$ cat config.mk
export PLATFORM = sky130hd
export DESIGN_NAME = fuzzy_subsequence_scorer_core
export DESIGN_NICKNAME = d
export VERILOG_FILES = /design/src/rtl/fss_pkg.sv /design/src/rtl/fss_query_regs.sv /design/src/rtl/fss_match_stage.sv /design/src/rtl/fuzzy_subsequence_scorer_core.sv
export SDC_FILE = /design/constraint.sdc
export NUM_CORES = 1
export LEC_CHECK = 0
export ABC_AREA = 1
export ABC_CLOCK_PERIOD_IN_PS = 15100
export BUFFER_PORTS_ARGS = -buffer_cell sky130_fd_sc_hd__clkbuf_2
export CORE_MARGIN = 2
export CORE_UTILIZATION = 46
export CTS_BUF_LIST = sky130_fd_sc_hd__clkbuf_16
export CTS_CLUSTER_SIZE = 24
export DETAILED_ROUTE_END_ITERATION = 10
export PLACE_DENSITY = 0.63
export SKIP_LAST_GASP = 1
export SLEW_MARGIN = 30
export SYNTH_ARGS = -nofsm -noshare
export SYNTH_HDL_FRONTEND = slang
export SYNTH_SLANG_ARGS = --single-unit
export TNS_END_PERCENT = 20
$ cat constraint.sdc
create_clock -name clk -period 15.1 [get_ports clk]
set_input_delay 3.02 -clock clk [delete_from_list [all_inputs] [get_ports clk]]
set_output_delay 3.02 -clock clk [all_outputs]
set_load 0.05 [all_outputs]
$ cat src/rtl/fss_pkg.sv
// Shared types, constants and helpers of the fuzzy subsequence scorer.
`default_nettype none
package fss_pkg;

    localparam int MAX_QUERY_BYTES = 32;
    localparam int POS_W           = 6;   // holds 0 .. MAX_QUERY_BYTES
    localparam int CFG_INDEX_W     = 3;
    localparam int CFG_DATA_W      = 64;
    localparam int SCORE_W         = 7;

    // Register indexes of the configuration port
    localparam logic [CFG_INDEX_W-1:0] CFG_NEEDLE_LENGTH  = 3'd0;
    localparam logic [CFG_INDEX_W-1:0] CFG_NEEDLE_BYTES_A = 3'd1;
    localparam logic [CFG_INDEX_W-1:0] CFG_NEEDLE_BYTES_B = 3'd2;
    localparam logic [CFG_INDEX_W-1:0] CFG_NEEDLE_BYTES_C = 3'd3;
    localparam logic [CFG_INDEX_W-1:0] CFG_NEEDLE_BYTES_D = 3'd4;

    localparam logic [7:0] CHAR_SPACE = 8'h20;
    localparam logic [7:0] CHAR_COLON = 8'h3A;
    localparam logic [7:0] CHAR_SLASH = 8'h2F;
    localparam logic [7:0] CHAR_DOT   = 8'h2E;
    localparam logic [7:0] CHAR_UPPER_A = 8'h41;
    localparam logic [7:0] CHAR_UPPER_Z = 8'h5A;
    localparam logic [7:0] CASE_OFFSET  = 8'h20;

    localparam logic [SCORE_W-1:0] ADD_RUN   = 7'd3;
    localparam logic [SCORE_W-1:0] ADD_WORD  = 7'd2;
    localparam logic [SCORE_W-1:0] ADD_PLAIN = 7'd1;
    localparam logic [SCORE_W-1:0] ADD_HEAD  = 7'd2;

    localparam logic [7:0] SCORE_NO_MATCH = 8'hFF;

    // Query view handed from the register file to the match stage
    typedef struct packed {
        logic [POS_W-1:0]                  len;         // clamped length
        logic [MAX_QUERY_BYTES-1:0]        in_use;      // index below length
        logic [MAX_QUERY_BYTES-1:0]        is_space;    // lowered byte is a space
        logic [MAX_QUERY_BYTES-1:0][7:0]   bytes;       // lowered query bytes
    } query_info_t;

    function automatic logic [7:0] lower_byte(input logic [7:0] c);
        if (c >= CHAR_UPPER_A && c <= CHAR_UPPER_Z)
        begin
            return c + CASE_OFFSET;
        end
        return c;
    endfunction

endpackage
`default_nettype wire

$ cat src/rtl/fss_query_regs.sv
// Configuration registers holding the query, with lowered bytes and masks.
`default_nettype none
module fss_query_regs (
    input  wire logic                              clk,
    input  wire logic                              rst_n,
    input  wire logic                              cfg_we,
    input  wire logic [fss_pkg::CFG_INDEX_W-1:0]   cfg_index,
    input  wire logic [fss_pkg::CFG_DATA_W-1:0]    cfg_data,
    output fss_pkg::query_info_t                   query
);

    logic [fss_pkg::POS_W-1:0]      length_reg;
    logic [fss_pkg::CFG_DATA_W-1:0] word_a_reg;
    logic [fss_pkg::CFG_DATA_W-1:0] word_b_reg;
    logic [fss_pkg::CFG_DATA_W-1:0] word_c_reg;
    logic [fss_pkg::CFG_DATA_W-1:0] word_d_reg;

    always_ff @(posedge clk or negedge rst_n)
    begin
        if (!rst_n)
        begin
            length_reg <= '0;
            word_a_reg <= '0;
            word_b_reg <= '0;
            word_c_reg <= '0;
            word_d_reg <= '0;
        end
        else if (cfg_we)
        begin
            case (cfg_index)
                fss_pkg::CFG_NEEDLE_LENGTH:  length_reg <= cfg_data[fss_pkg::POS_W-1:0];
                fss_pkg::CFG_NEEDLE_BYTES_A: word_a_reg <= cfg_data;
                fss_pkg::CFG_NEEDLE_BYTES_B: word_b_reg <= cfg_data;
                fss_pkg::CFG_NEEDLE_BYTES_C: word_c_reg <= cfg_data;
                fss_pkg::CFG_NEEDLE_BYTES_D: word_d_reg <= cfg_data;
                default: ;
            endcase
        end
    end

    logic [fss_pkg::MAX_QUERY_BYTES-1:0][7:0] raw_bytes;
    logic [fss_pkg::POS_W-1:0]                len_clamped;

    assign raw_bytes   = {word_d_reg, word_c_reg, word_b_reg, word_a_reg};
    assign len_clamped = (length_reg > fss_pkg::POS_W'(fss_pkg::MAX_QUERY_BYTES))
                       ? fss_pkg::POS_W'(fss_pkg::MAX_QUERY_BYTES) : length_reg;

    always_comb
    begin
        query.len = len_clamped;
        for (int i = 0; i < fss_pkg::MAX_QUERY_BYTES; i++)
        begin
            query.bytes[i]    = fss_pkg::lower_byte(raw_bytes[i]);
            query.is_space[i] = (query.bytes[i] == fss_pkg::CHAR_SPACE);
            query.in_use[i]   = (fss_pkg::POS_W'(i) < len_clamped);
        end
    end

endmodule
`default_nettype wire

$ cat src/rtl/fss_match_stage.sv
// Per-byte match logic, label state registers and the result register.
`default_nettype none
module fss_match_stage (
    input  wire logic                  clk,
    input  wire logic                  rst_n,
    input  wire fss_pkg::query_info_t  query,
    input  wire logic                  in_valid,
    output logic                       in_stall,
    input  wire logic [7:0]            label_byte,
    input  wire logic                  byte_present,
    input  wire logic                  end_of_label,
    output logic                       out_valid,
    input  wire logic                  out_stall,
    output logic signed [7:0]          match_score,
    output logic                       is_match
);

    localparam int N = fss_pkg::MAX_QUERY_BYTES;

    logic [fss_pkg::POS_W-1:0]   pos_reg,   pos_next;
    logic                        run_reg,   run_next;
    logic [7:0]                  prev_reg,  prev_next;
    logic                        head_reg,  head_next;
    logic [fss_pkg::SCORE_W-1:0] score_reg, score_next;

    logic                        out_valid_reg, out_valid_next;
    logic [7:0]                  out_score_reg, out_score_next;
    logic                        out_match_reg, out_match_next;

    logic accept;

    // Lowest set bit of the vector, or N when none is set; the caller masks it to the current position and up
    function automatic logic [fss_pkg::POS_W-1:0] first_set(input logic [N:0] v);
        logic [fss_pkg::POS_W-1:0] idx;
        idx = fss_pkg::POS_W'(N);
        for (int i = N; i >= 0; i--)
        begin
            if (v[i])
            begin
                idx = fss_pkg::POS_W'(i);
            end
        end
        return idx;
    endfunction

    logic [N-1:0]                stop_mask;
    logic [N-1:0]                nonspace;
    logic [fss_pkg::POS_W-1:0]   q;
    logic [fss_pkg::POS_W-1:0]   q_plus;
    logic                        skipped;
    logic                        q_live;
    logic                        matched;
    logic                        word_start;
    logic                        ns_above;
    logic                        done;
    logic [fss_pkg::SCORE_W-1:0] add;
    logic [fss_pkg::SCORE_W-1:0] score_step;

    assign accept   = in_valid && !in_stall;
    assign in_stall = out_valid_reg && out_stall;

    always_comb
    begin
        stop_mask = ~query.in_use | ~query.is_space;
        nonspace  = query.in_use & ~query.is_space;

        // Skip query spaces from the current position
        q       = first_set({1'b1, stop_mask} & ({(N+1){1'b1}} << pos_reg));
        skipped = (q != pos_reg);
        q_live  = (q < query.len);
        q_plus  = q + fss_pkg::POS_W'(1);

        matched = byte_present && q_live
               && (fss_pkg::lower_byte(label_byte) == query.bytes[q[fss_pkg::POS_W-2:0]]);

        word_start = head_reg
                  || prev_reg == fss_pkg::CHAR_SPACE || prev_reg == fss_pkg::CHAR_COLON
                  || prev_reg == fss_pkg::CHAR_SLASH || prev_reg == fss_pkg::CHAR_DOT;

        if (run_reg && !skipped)
        begin
            add = fss_pkg::ADD_RUN;
        end
        else if (word_start)
        begin
            add = fss_pkg::ADD_WORD;
        end
        else
        begin
            add = fss_pkg::ADD_PLAIN;
        end
        if (head_reg)
        begin
            add = add + fss_pkg::ADD_HEAD;
        end
        score_step = matched ? score_reg + add : score_reg;

        ns_above = |(nonspace & ({N{1'b1}} << q_plus));
        done     = matched ? !ns_above : !q_live;

        // Hold state on idle cycles and absent bytes
        pos_next   = pos_reg;
        run_next   = run_reg;
        prev_next  = prev_reg;
        head_next  = head_reg;
        score_next = score_reg;
        if (accept && byte_present)
        begin
            pos_next   = matched ? q_plus : q;
            run_next   = matched ? 1'b1 : ((q_live || skipped) ? 1'b0 : run_reg);
            prev_next  = label_byte;
            head_next  = 1'b0;
            score_next = score_step;
        end
        if (accept && end_of_label)
        begin
            pos_next   = '0;
            run_next   = 1'b0;
            prev_next  = '0;
            head_next  = 1'b1;
            score_next = '0;
        end

        out_valid_next = out_valid_reg && out_stall;
        out_score_next = out_score_reg;
        out_match_next = out_match_reg;
        if (accept && end_of_label)
        begin
            out_valid_next = 1'b1;
            out_score_next = done ? {1'b0, score_step} : fss_pkg::SCORE_NO_MATCH;
            out_match_next = done;
        end
    end

    always_ff @(posedge clk or negedge rst_n)
    begin
        if (!rst_n)
        begin
            pos_reg       <= '0;
            run_reg       <= 1'b0;
            prev_reg      <= '0;
            head_reg      <= 1'b1;
            score_reg     <= '0;
            out_valid_reg <= 1'b0;
        end
        else
        begin
            pos_reg       <= pos_next;
            run_reg       <= run_next;
            prev_reg      <= prev_next;
            head_reg      <= head_next;
            score_reg     <= score_next;
            out_valid_reg <= out_valid_next;
        end
    end

    always_ff @(posedge clk)
    begin
        out_score_reg <= out_score_next;
        out_match_reg <= out_match_next;
    end

    assign out_valid   = out_valid_reg;
    assign match_score = out_score_reg;
    assign is_match    = out_match_reg;

endmodule
`default_nettype wire

$ cat src/rtl/fuzzy_subsequence_scorer_core.sv
// Top level of the fuzzy subsequence scorer: query registers and match stage.
//
// Scores a label, streamed one byte per request, against a query of up to
// 32 bytes held in the configuration registers. Matching ignores case for
// A-Z; query spaces are skipped and break a run. The block takes one
// request per clock while in_stall is low; the single result of a label
// appears in the result register in the cycle after its end_of_label
// request and holds while out_stall is high.
// A new byte request is taken even while a result waits; only while the
// waiting result is held by out_stall does in_stall rise, for any request.
// The result is the score (0..127) with is_match high, or -1 with is_match
// low when the query is not a subsequence of the label.
// An empty query (length zero or spaces only) scores 0 for every label.
// Write the configuration port only while no label is in flight; a length
// above 32 is taken as 32.
`default_nettype none
module fuzzy_subsequence_scorer_core (
    input  wire logic                              clk,
    input  wire logic                              rst_n,
    // configuration write port
    input  wire logic                              cfg_we,
    input  wire logic [fss_pkg::CFG_INDEX_W-1:0]   cfg_index,
    input  wire logic [fss_pkg::CFG_DATA_W-1:0]    cfg_data,
    // label byte requests
    input  wire logic                              in_valid,
    output logic                                   in_stall,
    input  wire logic [7:0]                        label_byte,
    input  wire logic                              byte_present,
    input  wire logic                              end_of_label,
    // result requests
    output logic                                   out_valid,
    input  wire logic                              out_stall,
    output logic signed [7:0]                      match_score,
    output logic                                   is_match
);

    fss_pkg::query_info_t query;

    // Hold the query and present it lowered, with in-use and space masks
    fss_query_regs u_query_regs (
        .clk       (clk),
        .rst_n     (rst_n),
        .cfg_we    (cfg_we),
        .cfg_index (cfg_index),
        .cfg_data  (cfg_data),
        .query     (query)
    );

    // Advance the label state one byte per request and register the result
    fss_match_stage u_match_stage (
        .clk          (clk),
        .rst_n        (rst_n),
        .query        (query),
        .in_valid     (in_valid),
        .in_stall     (in_stall),
        .label_byte   (label_byte),
        .byte_present (byte_present),
        .end_of_label (end_of_label),
        .out_valid    (out_valid),
        .out_stall    (out_stall),
        .match_score  (match_score),
        .is_match     (is_match)
    );

endmodule
`default_nettype wire

=== Word level (Yosys, flattened, before mapping) ===
Index checks and enable logic that the tools add are counted.
W data, S select, Z words.

* Memories: 0
* Word-level logic and storage cells: 414
* Bits in latches: 0
* Bits in read-only memories: 0
* Register bits after elaboration: 295
* Input port bits: 82
* Memory bits (writable): 0

* Eq/ne operators: 42
* $add $sub $neg: 36
* Reduce and logical (&&, ||, !) cells: 59
* Multipliers: 0
* Multiplexer cells: 154
* Shift operators: 2
* Div/mod/pow operators: 0
* Bitwise logic cells: 6
* Order comparisons: 101

{| class="wikitable"
|+ Operators by type and width
! kind !! count
|-
| $mux W8 || 70
|-
| $eq A8 B6 Y1 const B || 36
|-
| $add A8 B6 Y8 const B || 33
|-
| $ge A8 B7 Y1 const B || 33
|-
| $le A8 B7 Y1 const B || 33
|-
| $mux W6 || 36
|-
| $and A32 B32 Y32 || 3
|-
| $lt A5 B6 Y1 const A || 16
|-
| $not A32 Y32 || 2
|-
| $lt A4 B6 Y1 const A || 8
|-
| $mux W1 || 41
|-
| $bmux W8 S5 || 1
|-
| $logic_and A1 B1 Y1 || 40
|-
| $mux W7 || 5
|-
| $shl A33 B6 Y32 const A || 1
|-
| $or A32 B32 Y32 || 1
|-
| $reduce_or A32 Y1 || 1
|-
| $shl A32 B6 Y32 const A || 1
|-
| $lt A3 B6 Y1 const A || 4
|-
| $lt A1 B6 Y1 const A || 2
|-
| $lt A2 B6 Y1 const A || 2
|-
| $reduce_and A2 Y1 || 6
|-
| $eq A8 B8 Y1 || 1
|-
| $add A7 B2 Y7 const B || 1
|-
| other kinds (15) || 23
|}

=== Longest topological paths before layout ===
Gate-level depths: netlist (run 1).

* Depth in word-level cells: 50
* Mapped depth: 58
* Mapped depth without buffers: 56

=== Modules after synthesis ===
Synthesis (run 1) repeated with hierarchy kept, for this count alone.

* Cells, all modules: 3,284
* Area total of the unflattened synthesis: 21,573.2 µm²

{| class="wikitable"
|+ By module, submodules not included
! module !! times used !! area each (µm²) !! cells each
|-
| fss_query_regs || 1 || 14,437.6 || 1,912
|-
| fss_match_stage || 1 || 7,135.6 || 1,372
|}

=== Worst setup path before layout (run 1) ===
No wires, ideal clock.

* Path kind: input-to-output
* From: in out_stall
* To: out in_stall
* Path buffers: 0
* Slack: 8.667 ns
* Required time: 12.080 ns
* Stages: 2
* Arrival time: 3.413 ns
* Cell sequence: nand2_1 inv_1

* Longest elaborated chain between the ends: 1

{| class="wikitable"
|+ Ends and longest elaborated chain
! what !! line !! text
|-
| start, declared || fuzzy_subsequence_scorer_core.sv:32 || <nowiki>input wire logic out_stall,</nowiki>
|-
| $logic_and A1 B1 Y1 || fss_match_stage.sv:60 || <nowiki>assign in_stall = out_valid_reg && out_stall;</nowiki>
|-
| end, declared || fuzzy_subsequence_scorer_core.sv:26 || <nowiki>output logic in_stall,</nowiki>
|}

No other way between the ends.

=== Worst setup path in the final report (run 1) ===
* From: reg u_query_regs.length_reg[5] in the netlist's numbering
* To: reg u_match_stage.out_score_reg[4], in the netlist u_match_stage.match_score[4] (data pin)

* Elaborated cells between the ends (all ways): 91
* Those cells by class: add/sub (3); order compare (34); eq/ne (2); shift (1); mux (39); bitwise (5); reduce/logical (7)

{| class="wikitable"
|+ RTL lines
! what !! line !! text
|-
| start, declared || fss_query_regs.sv:12 || <nowiki>logic [fss_pkg::POS_W-1:0] length_reg;</nowiki>
|-
| start signal, assigned || fss_query_regs.sv:31 || <nowiki>fss_pkg::CFG_NEEDLE_LENGTH: length_reg <= cfg_data[fss_pkg::POS_W-1:0];</nowiki>
|-
| $gt A6 B6 Y1 || fss_query_regs.sv:45 || <nowiki>assign len_clamped = (length_reg > fss_pkg::POS_W'(fss_pkg::MAX_QUERY_BYTES))</nowiki>
|-
| $mux W6 (*) || fss_query_regs.sv:46 || <nowiki>? fss_pkg::POS_W'(fss_pkg::MAX_QUERY_BYTES) : length_reg;</nowiki>
|-
| $lt A5 B6 Y1 || fss_query_regs.sv:55 || <nowiki>query.in_use[i] = (fss_pkg::POS_W'(i) < len_clamped);</nowiki>
|-
| $not A32 Y32 || fss_match_stage.sv:64 || <nowiki>stop_mask = ~query.in_use | ~query.is_space;</nowiki>
|-
| $or A32 B32 Y32 || fss_match_stage.sv:64 ||
|-
| $and A32 B32 Y32 || fss_match_stage.sv:68 || <nowiki>q = first_set({1'b1, stop_mask} & ({(N+1){1'b1}} << pos_reg));</nowiki>
|-
| $mux W6 (32 in series) || fss_match_stage.sv:38 || <nowiki>if (v[i])</nowiki>
|-
| $add A6 B1 Y6 || fss_match_stage.sv:71 || <nowiki>q_plus = q + fss_pkg::POS_W'(1);</nowiki>
|-
| $shl A32 B6 Y32 || fss_match_stage.sv:98 || <nowiki>ns_above = |(nonspace & ({N{1'b1}} << q_plus));</nowiki>
|-
| $and A32 B32 Y32 || fss_match_stage.sv:98 ||
|-
| $reduce_or A32 Y1 || fss_match_stage.sv:98 ||
|-
| $logic_not A1 Y1 || fss_match_stage.sv:99 || <nowiki>done = matched ? !ns_above : !q_live;</nowiki>
|-
| $mux W1 (*) || fss_match_stage.sv:99 ||
|-
| named net u_match_stage.done || fss_match_stage.sv:55 || <nowiki>logic done;</nowiki>
|-
| end signal, assigned || fss_match_stage.sv:159 || <nowiki>out_score_reg <= out_score_next;</nowiki>
|-
| end, declared || fss_match_stage.sv:27 || <nowiki>logic [7:0] out_score_reg, out_score_next;</nowiki>
|}

The timed path passes the listed nets; every way through them passes the cells marked *. The select of a mux whose other input is x is not followed.
A chain may end at the register's enable or synchronous reset.

==> impl.org, run 1 <==
** Global route
- Entering global routing, the biggest net connects 105 pins.
- Tot GR Track Use :: 0.324
- Number of global-route vias before repair :: 17527
- Initial antenna violation count :: 0
- Global-route wire length before repair :: 105000 um
- After global routing the overflow that remains totals 0.

** Timing
- Setup repair after global routing left no endpoint under its margin.
- Fin Clk Skew :: 0.0326 ns
- The number of hold-slack violations in the final timing report came to 0.
- Slew at the pin closest to its max-slew limit :: 1.00 ns
- The number of slew-limit violations in the final report is 0.
- Portion of the clock cycle consumed by the worst path in the final layout :: 0.484
- Final critical delay including setup and external delays :: 7.30 ns
- Derived from the worst setup path, the maximum achievable clock frequency is between 0.1 and 0.15 GHz.
- Summed over all failing endpoints, the final setup total negative slack is 0 ns.
- Setup violations remaining at the end of the flow were counted as 0.
- Worst slew margin relative to its limit :: 0.332

** Place
- The count of buffers added on input and output ports is 92.
- Post-Place Cell Area :: a little under 20000 sq um
- DP Wirelength :: about 51000 um
- Gp weighted congestion :: between 0.9 and 1

** Setup path
- Of all nets on the critical path, the largest fanout is 62.
- Req. time, crit path :: about 15 ns
- Arrival @ worst endpoint :: 7.60 ns
- In this design, the stage delay of the slowest critical-path cell is around 0.67 ns.
- CP dominant cell by count :: nor2_1
- Startpoint type of the worst setup path :: flop
- Critical Setup Path Class :: flop to flop
- Cell with the largest stage delay on the worst path :: dfrtp_1
- The worst setup path is captured at a flop.

** Floorplan
- Initial core utilization :: 0.465
- Floorplan Core Area :: a little over 40000 sq um
- The die covers about 43000 sq um.
- In this run the core area contains 74 standard-cell rows.
- Number of top-level pins :: 93
- Vertical die dimension :: 207 um
- Overall die width :: around 210 um

** Final layout
- Number of fill cells :: approximately 4000
- Cell area after layout :: 20700 sq um
- Final net count :: 2853
- In the final layout, flip-flops and latches occupy 7430 sq um.
- Area used by multi-input combinational logic :: 9790 sq um
- 0 antenna diodes ended up in the layout.
- Fraction of layout cells with a size suffix above 1 :: 0.0782
- Synthesis-to-layout area growth :: 9.43%

** Yosys
- The synthesized design contains 9 enable-type register cells.
- Net Count, Synth :: 2836
- For this run, the leading register cell type out of synthesis is dfrtp_1.
- Synth Register Bits :: 295
- For this run, asynchronously set or reset flops after synthesis account for 0.969.
- Post-Synthesis Cell Area :: 18900 sq um
- Number of warnings issued by yosys :: 0
- Gate Count Post-Synth :: around 2700
- Average footprint of a synthesized cell :: 7.00 sq um
- In this run, distinct cell masters in the synthesized netlist total 52.
- Part of the Yosys area used for sequential elements :: 0.392

** Power
- Maximum vdd ir drop :: roughly 0.1 mV
- In this run the power density over the cells is 135 nW/um^2.
- Leakage power figure :: 10.3 nW

** Flow run
- Across the run, the number of max-cap violations was 0.

** Routing
- After detailed routing, the number of remaining DRC violations is 0.
- Number of DRC markers in iteration 0 :: 2196
- Detailed Route WL :: 67900 um
- Using the TritonRoute via totals, the vias-per-cell ratio works out to 5.81.
- Number of detailed-route iterations in the first pass :: 8
- After detailed routing, the average wire length per cell comes to roughly 21 um.
- The count of nets left with antenna violations once routing finished came out at 0.
- The detailed router placed around 19000 vias in this run.

** Clocking
- Clock-pin slew was measured on the worst setup and hold paths at 0.06 ns.
- Clk Tree Root Cell :: clkbuf_16
- Gates resized during post-CTS repair numbered 0.
- Number of levels the H-tree was split into :: 2
- The later pin in the worst-skew pair is clocked with a latency of 0.58 ns.
- Inserted Clock Buffers :: 35
- After clock tree synthesis, the setup repair step added 0 buffers.
- Clock tree synthesis found a total of 295 sinks.
- The longest clock path from root to sink contains 3 buffers.
- For this design, the CTS-stage hold fixing added 0 buffers.
- TritonCTS clock tree :: yes

** Min path
- The min-delay analysis places its worst path in the category flop to flop.

** Run status
- The run finished with clean final reports.
[routing by layer]
layer / track usage / share of wire / vias to the layer above
met5: 0 / 0 / -
met3: 0.0545 / 0.090 / 112
met4: 0.101 / 0.028 / 0
li1: - / - / 9004
met1: 0.473 / 0.44 / 9099
met2: 0.489 / 0.44 / 848
[final timing paths]
check,start,endpoint,slack [ns],cells past startpoint
worst max-delay path,u_query_regs.length_reg[5]$_DFFE_PN0P_,u_match_stage.match_score[4]$_SDFFCE_PN1P_,7.80,30
worst min-delay path,u_query_regs.word_d_reg[63]$_DFFE_PN0P_,u_query_regs.word_d_reg[63]$_DFFE_PN0P_,0.49,2
worst max register to register,u_query_regs.length_reg[5]$_DFFE_PN0P_,u_match_stage.match_score[4]$_SDFFCE_PN1P_,7.80,30
worst min register to register,u_query_regs.word_d_reg[63]$_DFFE_PN0P_,u_query_regs.word_d_reg[63]$_DFFE_PN0P_,0.49,2
max in group asynchronous,rst_n,u_query_regs.word_a_reg[24]$_DFFE_PN0P_,10.70,3
min in group asynchronous,rst_n,u_query_regs.word_b_reg[0]$_DFFE_PN0P_,2.46,1
[cells in the mapped netlist (5+ instances only)]
master      n  area, sq um
a21oi_1    80          400
a31oi_1     7         43.8
buf_1       6         22.5
buf_2      20          100
buf_4      13         97.6
buf_6      17          191
clkbuf_1   78          293
dfrtp_1   285         7130
edfxtp_1    9          270
ha_1       46          576
inv_1     276         1040
inv_2       6         22.5
nand2_1   725         2720
nand2_2     8         50.1
nand3_1   398         1990
nand3b_1   37          278
nand4_1    45          282
nor2_1    155          582
nor3_1     37          185
nor3b_1    28          210
nor4_1     11         68.8
o211ai_1    5         37.5
o21ai_0   331         1660
o21ai_1    13         65.1
o21bai_1    5         37.5
o221ai_1    7         61.3
or2_2      10         62.6
xor2_1      5         43.8
[power by group]
part	switching, W	leakage [nW]	internal [W]
Clock	0.000355	0.566	0.000462
Sequential	0.000165	3.70	0.000936
Combinational	0.000595	6.06	0.000279
[cell families (layout without fill, tap and decap cells)]
logic type               count (synthesis)  in the layout  synth area share
buffers and inverters                  419            461            0.0937
AO/OA/AOI/OAI                          471            471             0.132
XOR/XNOR                                 8              8           0.00370
flip-flops                             295            295             0.392
adder cells (fa/ha/maj)                 47             47            0.0314
AND/OR/NAND/NOR                       1467           1467             0.346
[through the flow]
stage               hold WS, ns  total power (W)  instances  worst slack [ns]   util
global placement          0.473          0.00194       3217              7.57  0.480
global route              0.499          0.00296       3281              7.17  0.509
finish                    0.490          0.00279       3281              7.80  0.509
detailed placement        0.480          0.00196       3217              8.01  0.480
CTS                       0.493          0.00278       3279              7.99  0.507
floorplan                 0.448          0.00166       2707              8.67      -
[cells in the final DEF, fill, tap and decap left out, types with 10 or more instances in the layout]
cell type,synthesis,routed
or2_2,10,10
nor2_1,155,155
clkbuf_2,0,91
a21oi_1,80,80
o21ai_0,331,331
nand3b_1,37,37
inv_1,276,283
nor3b_1,28,28
clkbuf_16,0,35
buf_4,13,17
ha_1,46,46
o21ai_1,13,13
nor3_1,37,37
dfrtp_1,285,285
nand3_1,398,395
nand4_1,45,45
nand2_1,725,724
[worst max-delay path, delay by kind of cell, from the launching register on]
family                   cells  cell delay [ns]
XOR/XNOR                     1             0.64
AND/OR/NAND/NOR             19             2.45
AO/OA/AOI/OAI                5             1.49
flip-flops                   1             0.67
buffers and inverters        4             1.41
adder cells (fa/ha/maj)      1             0.31
[cell type report]
type,instances,share of cell area
Sequential cell,295,0.358
Clock buffer,35,0.0423
Inverter,285,0.0517
Tap cell,532,0.0321
Clock inverter,27,0.0107
Timing Repair Buffer,114,0.0324
Multi-Input combinational cell,1993,0.473
(Power assumes the default switching activity.)
==> inputs of run 2 (changes only) <==
- ABC_CLOCK_PERIOD_IN_PS: 15100 -> 6000
- PLACE_DENSITY: 0.63 -> 0.65
- clock period: 15.1 -> 6 ns (I/O delays scaled with it)
==> run 2 against run 1 <==
Net effect: fmax rose by 29%; hold slack got worse by 0.0022 ns; clock skew down 0.0090 ns; global-route usage barely moved; power rose to 2.6 times the previous value; wire length increased by 2.0%; critical path type unchanged; worst setup slack lost 7.5 ns; combinational power grew to 2.8 times the previous value; sequential share of layout area shrank 1.6 points; sequential cell count unchanged; final cell count rose by 2.5%.
==> impl.org, run 2 (synthesis results as in run 1) <==
** Run status
- The flow ran to the end, and the final reports show no timing, DRC or antenna violations.

** Routing
- The post-route DRC violation count came to 0 (unchanged).
- The via count came to 19370 (+1.6%).
- Ratio of routed vias to standard cells :: 5.76 (-0.84%)
- Number of detailed-route iterations in the first pass :: 6 (-2)
- The initial detailed-routing violation count is 2063 (-6.1%).
- The aggregate routed wire length is 69300 um (+2.0%).
- The average wire length per cell after detail routing came to 20.6 um (-0.43%).
- Antenna-violating nets left :: 0 (unchanged)

** Final layout
- The library cells used most frequently in the layout, excluding fill and tap cells, are 718 x nand2_1, 390 x nand3_1, 328 x o21ai_0, 280 x inv_1, 280 x dfrtp_1.
- The multi-input logic area came to 10000 sq um (+2.4%).
- The footprint of the flip-flops and latches is 7430 sq um (about the same).
- The number of cells in the finished layout apart from fillers came to 3362 (+2.5%).
- The final standard cell area without fillers came to 21700 sq um (+4.7%).
- The number of fill cells is 4025 (-1.2%).
- The layout cell share with drive strength beyond 1 came to 0.119 (+0.0405).
- Antenna diode count :: 0 (unchanged)
- From synthesis to final layout, the design area changed by 14.6%.
- The net count of the finished layout is 2934 (+2.8%).
- Leaving out fill and tap cells, the most frequent cell in the layout is nand2_1.

** Global route
- The total global routing track utilization is 0.323 (-0.000482).
- GR Util met2 :: 0.490 (about the same)
- The pin count of the biggest net entering global routing was 156 (+49%).
- The met1 usage is 0.464 (-0.00893).
- The initial antenna violation count came to 0 (unchanged).
- The global routing met3 resource utilization was 0.0595 (+0.00502).
- The first-pass GRT wire length was 104000 um (-0.53%).
- After global routing, the most crowded layer is met2.
- Remaining Overflow, GRT :: 0 (unchanged)
- Number of global-route vias before repair :: 17724 (+1.1%)

** Timing
- Setup violation total in the final timing report :: 0 (unchanged)
- The smallest hold slack came to 0.488 ns (-0.00218 ns).
- The headroom to the max-slew limit was 0.388 (+0.0558).
- The final clock period utilization by the worst path is 0.945 (+0.461).
- The number of hold-slack violations in the final timing report came to 0 (unchanged).
- Fin Clk Skew :: 0.0236 ns (-0.00900 ns)
- Setup repair after global routing could not meet its margin everywhere.
- Pins Over Slew Limit :: 0 (unchanged)
- Final critical delay including setup and external delays :: 5.67 ns (-1.63 ns)
- Slew at the pin closest to its max-slew limit :: 0.918 ns (-0.0837 ns)
- The highest attainable clock frequency came to 0.176 GHz (+29%).

** Place
- Post-Place Cell Area :: 20200 sq um (+3.0%)
- # placed instances :: 3280 (+2.0%)
- The post-detailed-placement half-perimeter wirelength is 52400 um (+2.5%).
- Gp weighted congestion :: 1.02 (+3.5%)
- Number of port buffers :: 92 (unchanged)

** Setup path
- Critical Setup Path Class :: flop to flop
- Maximum fanout encountered on the critical timing path :: 22 (-65%)
- Req. time, crit path :: 6.43 ns (-8.97 ns)
- Depth of the most critical reg-to-reg path :: 52 (+73%)
- The slowest stage of the critical path belongs to the cell dfrtp_1.
- STA classifies the critical path startpoint as a flop.
- Arrival @ worst endpoint :: 6.10 ns (-1.50 ns)
- Critical Path Sink Type :: flop
- The cell that appears most often on the critical path is nand2_1.
- The largest stage delay on the critical path came to 0.40 ns (-0.27 ns).

** Floorplan
- Vertical die dimension :: 207 um (unchanged)
- The boundary pin count came to 93 (unchanged).
- Overall die width :: 207 um (unchanged)
- Initial core utilization :: 0.465 (unchanged)
- Rows :: 74 (unchanged)
- Die Outline Area :: 42800 sq um (unchanged)
- The core footprint was 40700 sq um (unchanged).

** Clocking
- The number of clock sinks seen by CTS came to 295 (unchanged).
- Inserted Clock Buffers :: 35 (unchanged)
- TritonCTS clock tree :: yes
- Clk Tree Root Cell :: clkbuf_16
- The number of buffers between clock root and the deepest sink came to 3 (unchanged).
- Skew-Pair Late Insertion Delay :: 0.56 ns (-0.02 ns)
- The clock transition at the registers of the reported paths is 0.06 ns (about the same).
- Number of levels the H-tree was split into :: 2 (unchanged)

** Min path
- The min-delay analysis places its worst path in the category flop to flop.
- The cell count of the worst hold path is 2 (unchanged).

** Flow run
- The total of max-cap violations came to 0 (unchanged).

** Power
- Maximum vdd ir drop :: 0.217 mV (+120%)
- Leakage power figure :: 10.8 nW (+4.6%)
- Pwr per Cell Area :: 331 nW/um^2 (+150%)
==> run 2: cell types whose count changed in the layout (fill, tap and decap cells not counted), moves of 6 or more <==
cell	change
buf_4	+71
buf_12	+10
a21oi_1	-7
nand2_1	-6
==> run 2: path summary, 6_finish.rpt <==
kind	startpoint	endpoint	slack, ns
max	u_query_regs.word_d_reg[19]$_DFFE_PN0P_	u_match_stage.pos_reg[3]$_DFFE_PN0P_	0.33
min	u_query_regs.word_d_reg[63]$_DFFE_PN0P_	u_query_regs.word_d_reg[63]$_DFFE_PN0P_	0.49
max reg2reg	u_query_regs.word_d_reg[19]$_DFFE_PN0P_	u_match_stage.pos_reg[3]$_DFFE_PN0P_	0.33
min reg2reg	u_query_regs.word_d_reg[63]$_DFFE_PN0P_	u_query_regs.word_d_reg[63]$_DFFE_PN0P_	0.49
max in group asynchronous	rst_n	u_query_regs.word_d_reg[26]$_DFFE_PN0P_	4.05
min in group asynchronous	rst_n	u_query_regs.word_a_reg[6]$_DFFE_PN0P_	0.64
==> run 2: cell type report <==
| type | instances | share of cell area |
|---|---|---|
| clock inverters | 26 | 0.00738 |
| inverters | 285 | 0.0496 |
| flip-flops and latches | 295 | 0.343 |
| repair buffers | 195 | 0.0661 |
| multi-input cells | 1993 | 0.462 |
| clock buffers | 36 | 0.0415 |
| well taps | 532 | 0.0307 |
==> run 2: per-layer routing <==
layer | vias up | part of all wire
met1 | 9235 | 0.44
met5 | - | 0
met4 | 0 | 0.036
met2 | 826 | 0.43
met3 | 128 | 0.086
li1 | 9181 | -
==> run 2: stage by stage <==
stage | total power (W) | worst slack (ns) | utilization | setup TNS [ns]
floorplan | 0.00419 | 0.881 | - | 0
global placement | 0.00497 | -0.115 | 0.495 | -0.324
detailed placement | 0.00502 | -0.0758 | 0.495 | -0.124
CTS | 0.00704 | 0.0589 | 0.521 | 0
global route | 0.00761 | -0.0642 | 0.533 | -0.481
finish | 0.00719 | 0.330 | 0.533 | 0
==> run 2: report_power, final <==
part / internal (W) / total, W / switching [W]
Combinational: 0.000847 / 0.00241 / 0.00156
Clock: 0.00114 / 0.00200 / 0.000865
Sequential: 0.00236 / 0.00278 / 0.000427
Total: 0.00434 / 0.00719 / 0.00285
==> run 2: timing repair <==
action                                  4_1_cts  5_1_grt
gates cloned                                  0        2
hold buffers                                  0        0
pin swaps                                     0       14
buffers inserted                              0       18
endpoints found under the setup margin        6       23
resized for setup                             3       68
==> run 2: critical path: cells and delay by family, from the launching register on <==
| kind | cells | cell delay [ns] |
|---|---|---|
| and+or+nand+nor | 43 | 3.71 |
| buffers and inverters | 6 | 0.83 |
| AOI/OAI and AO/OA | 3 | 0.60 |
| DFF | 1 | 0.40 |
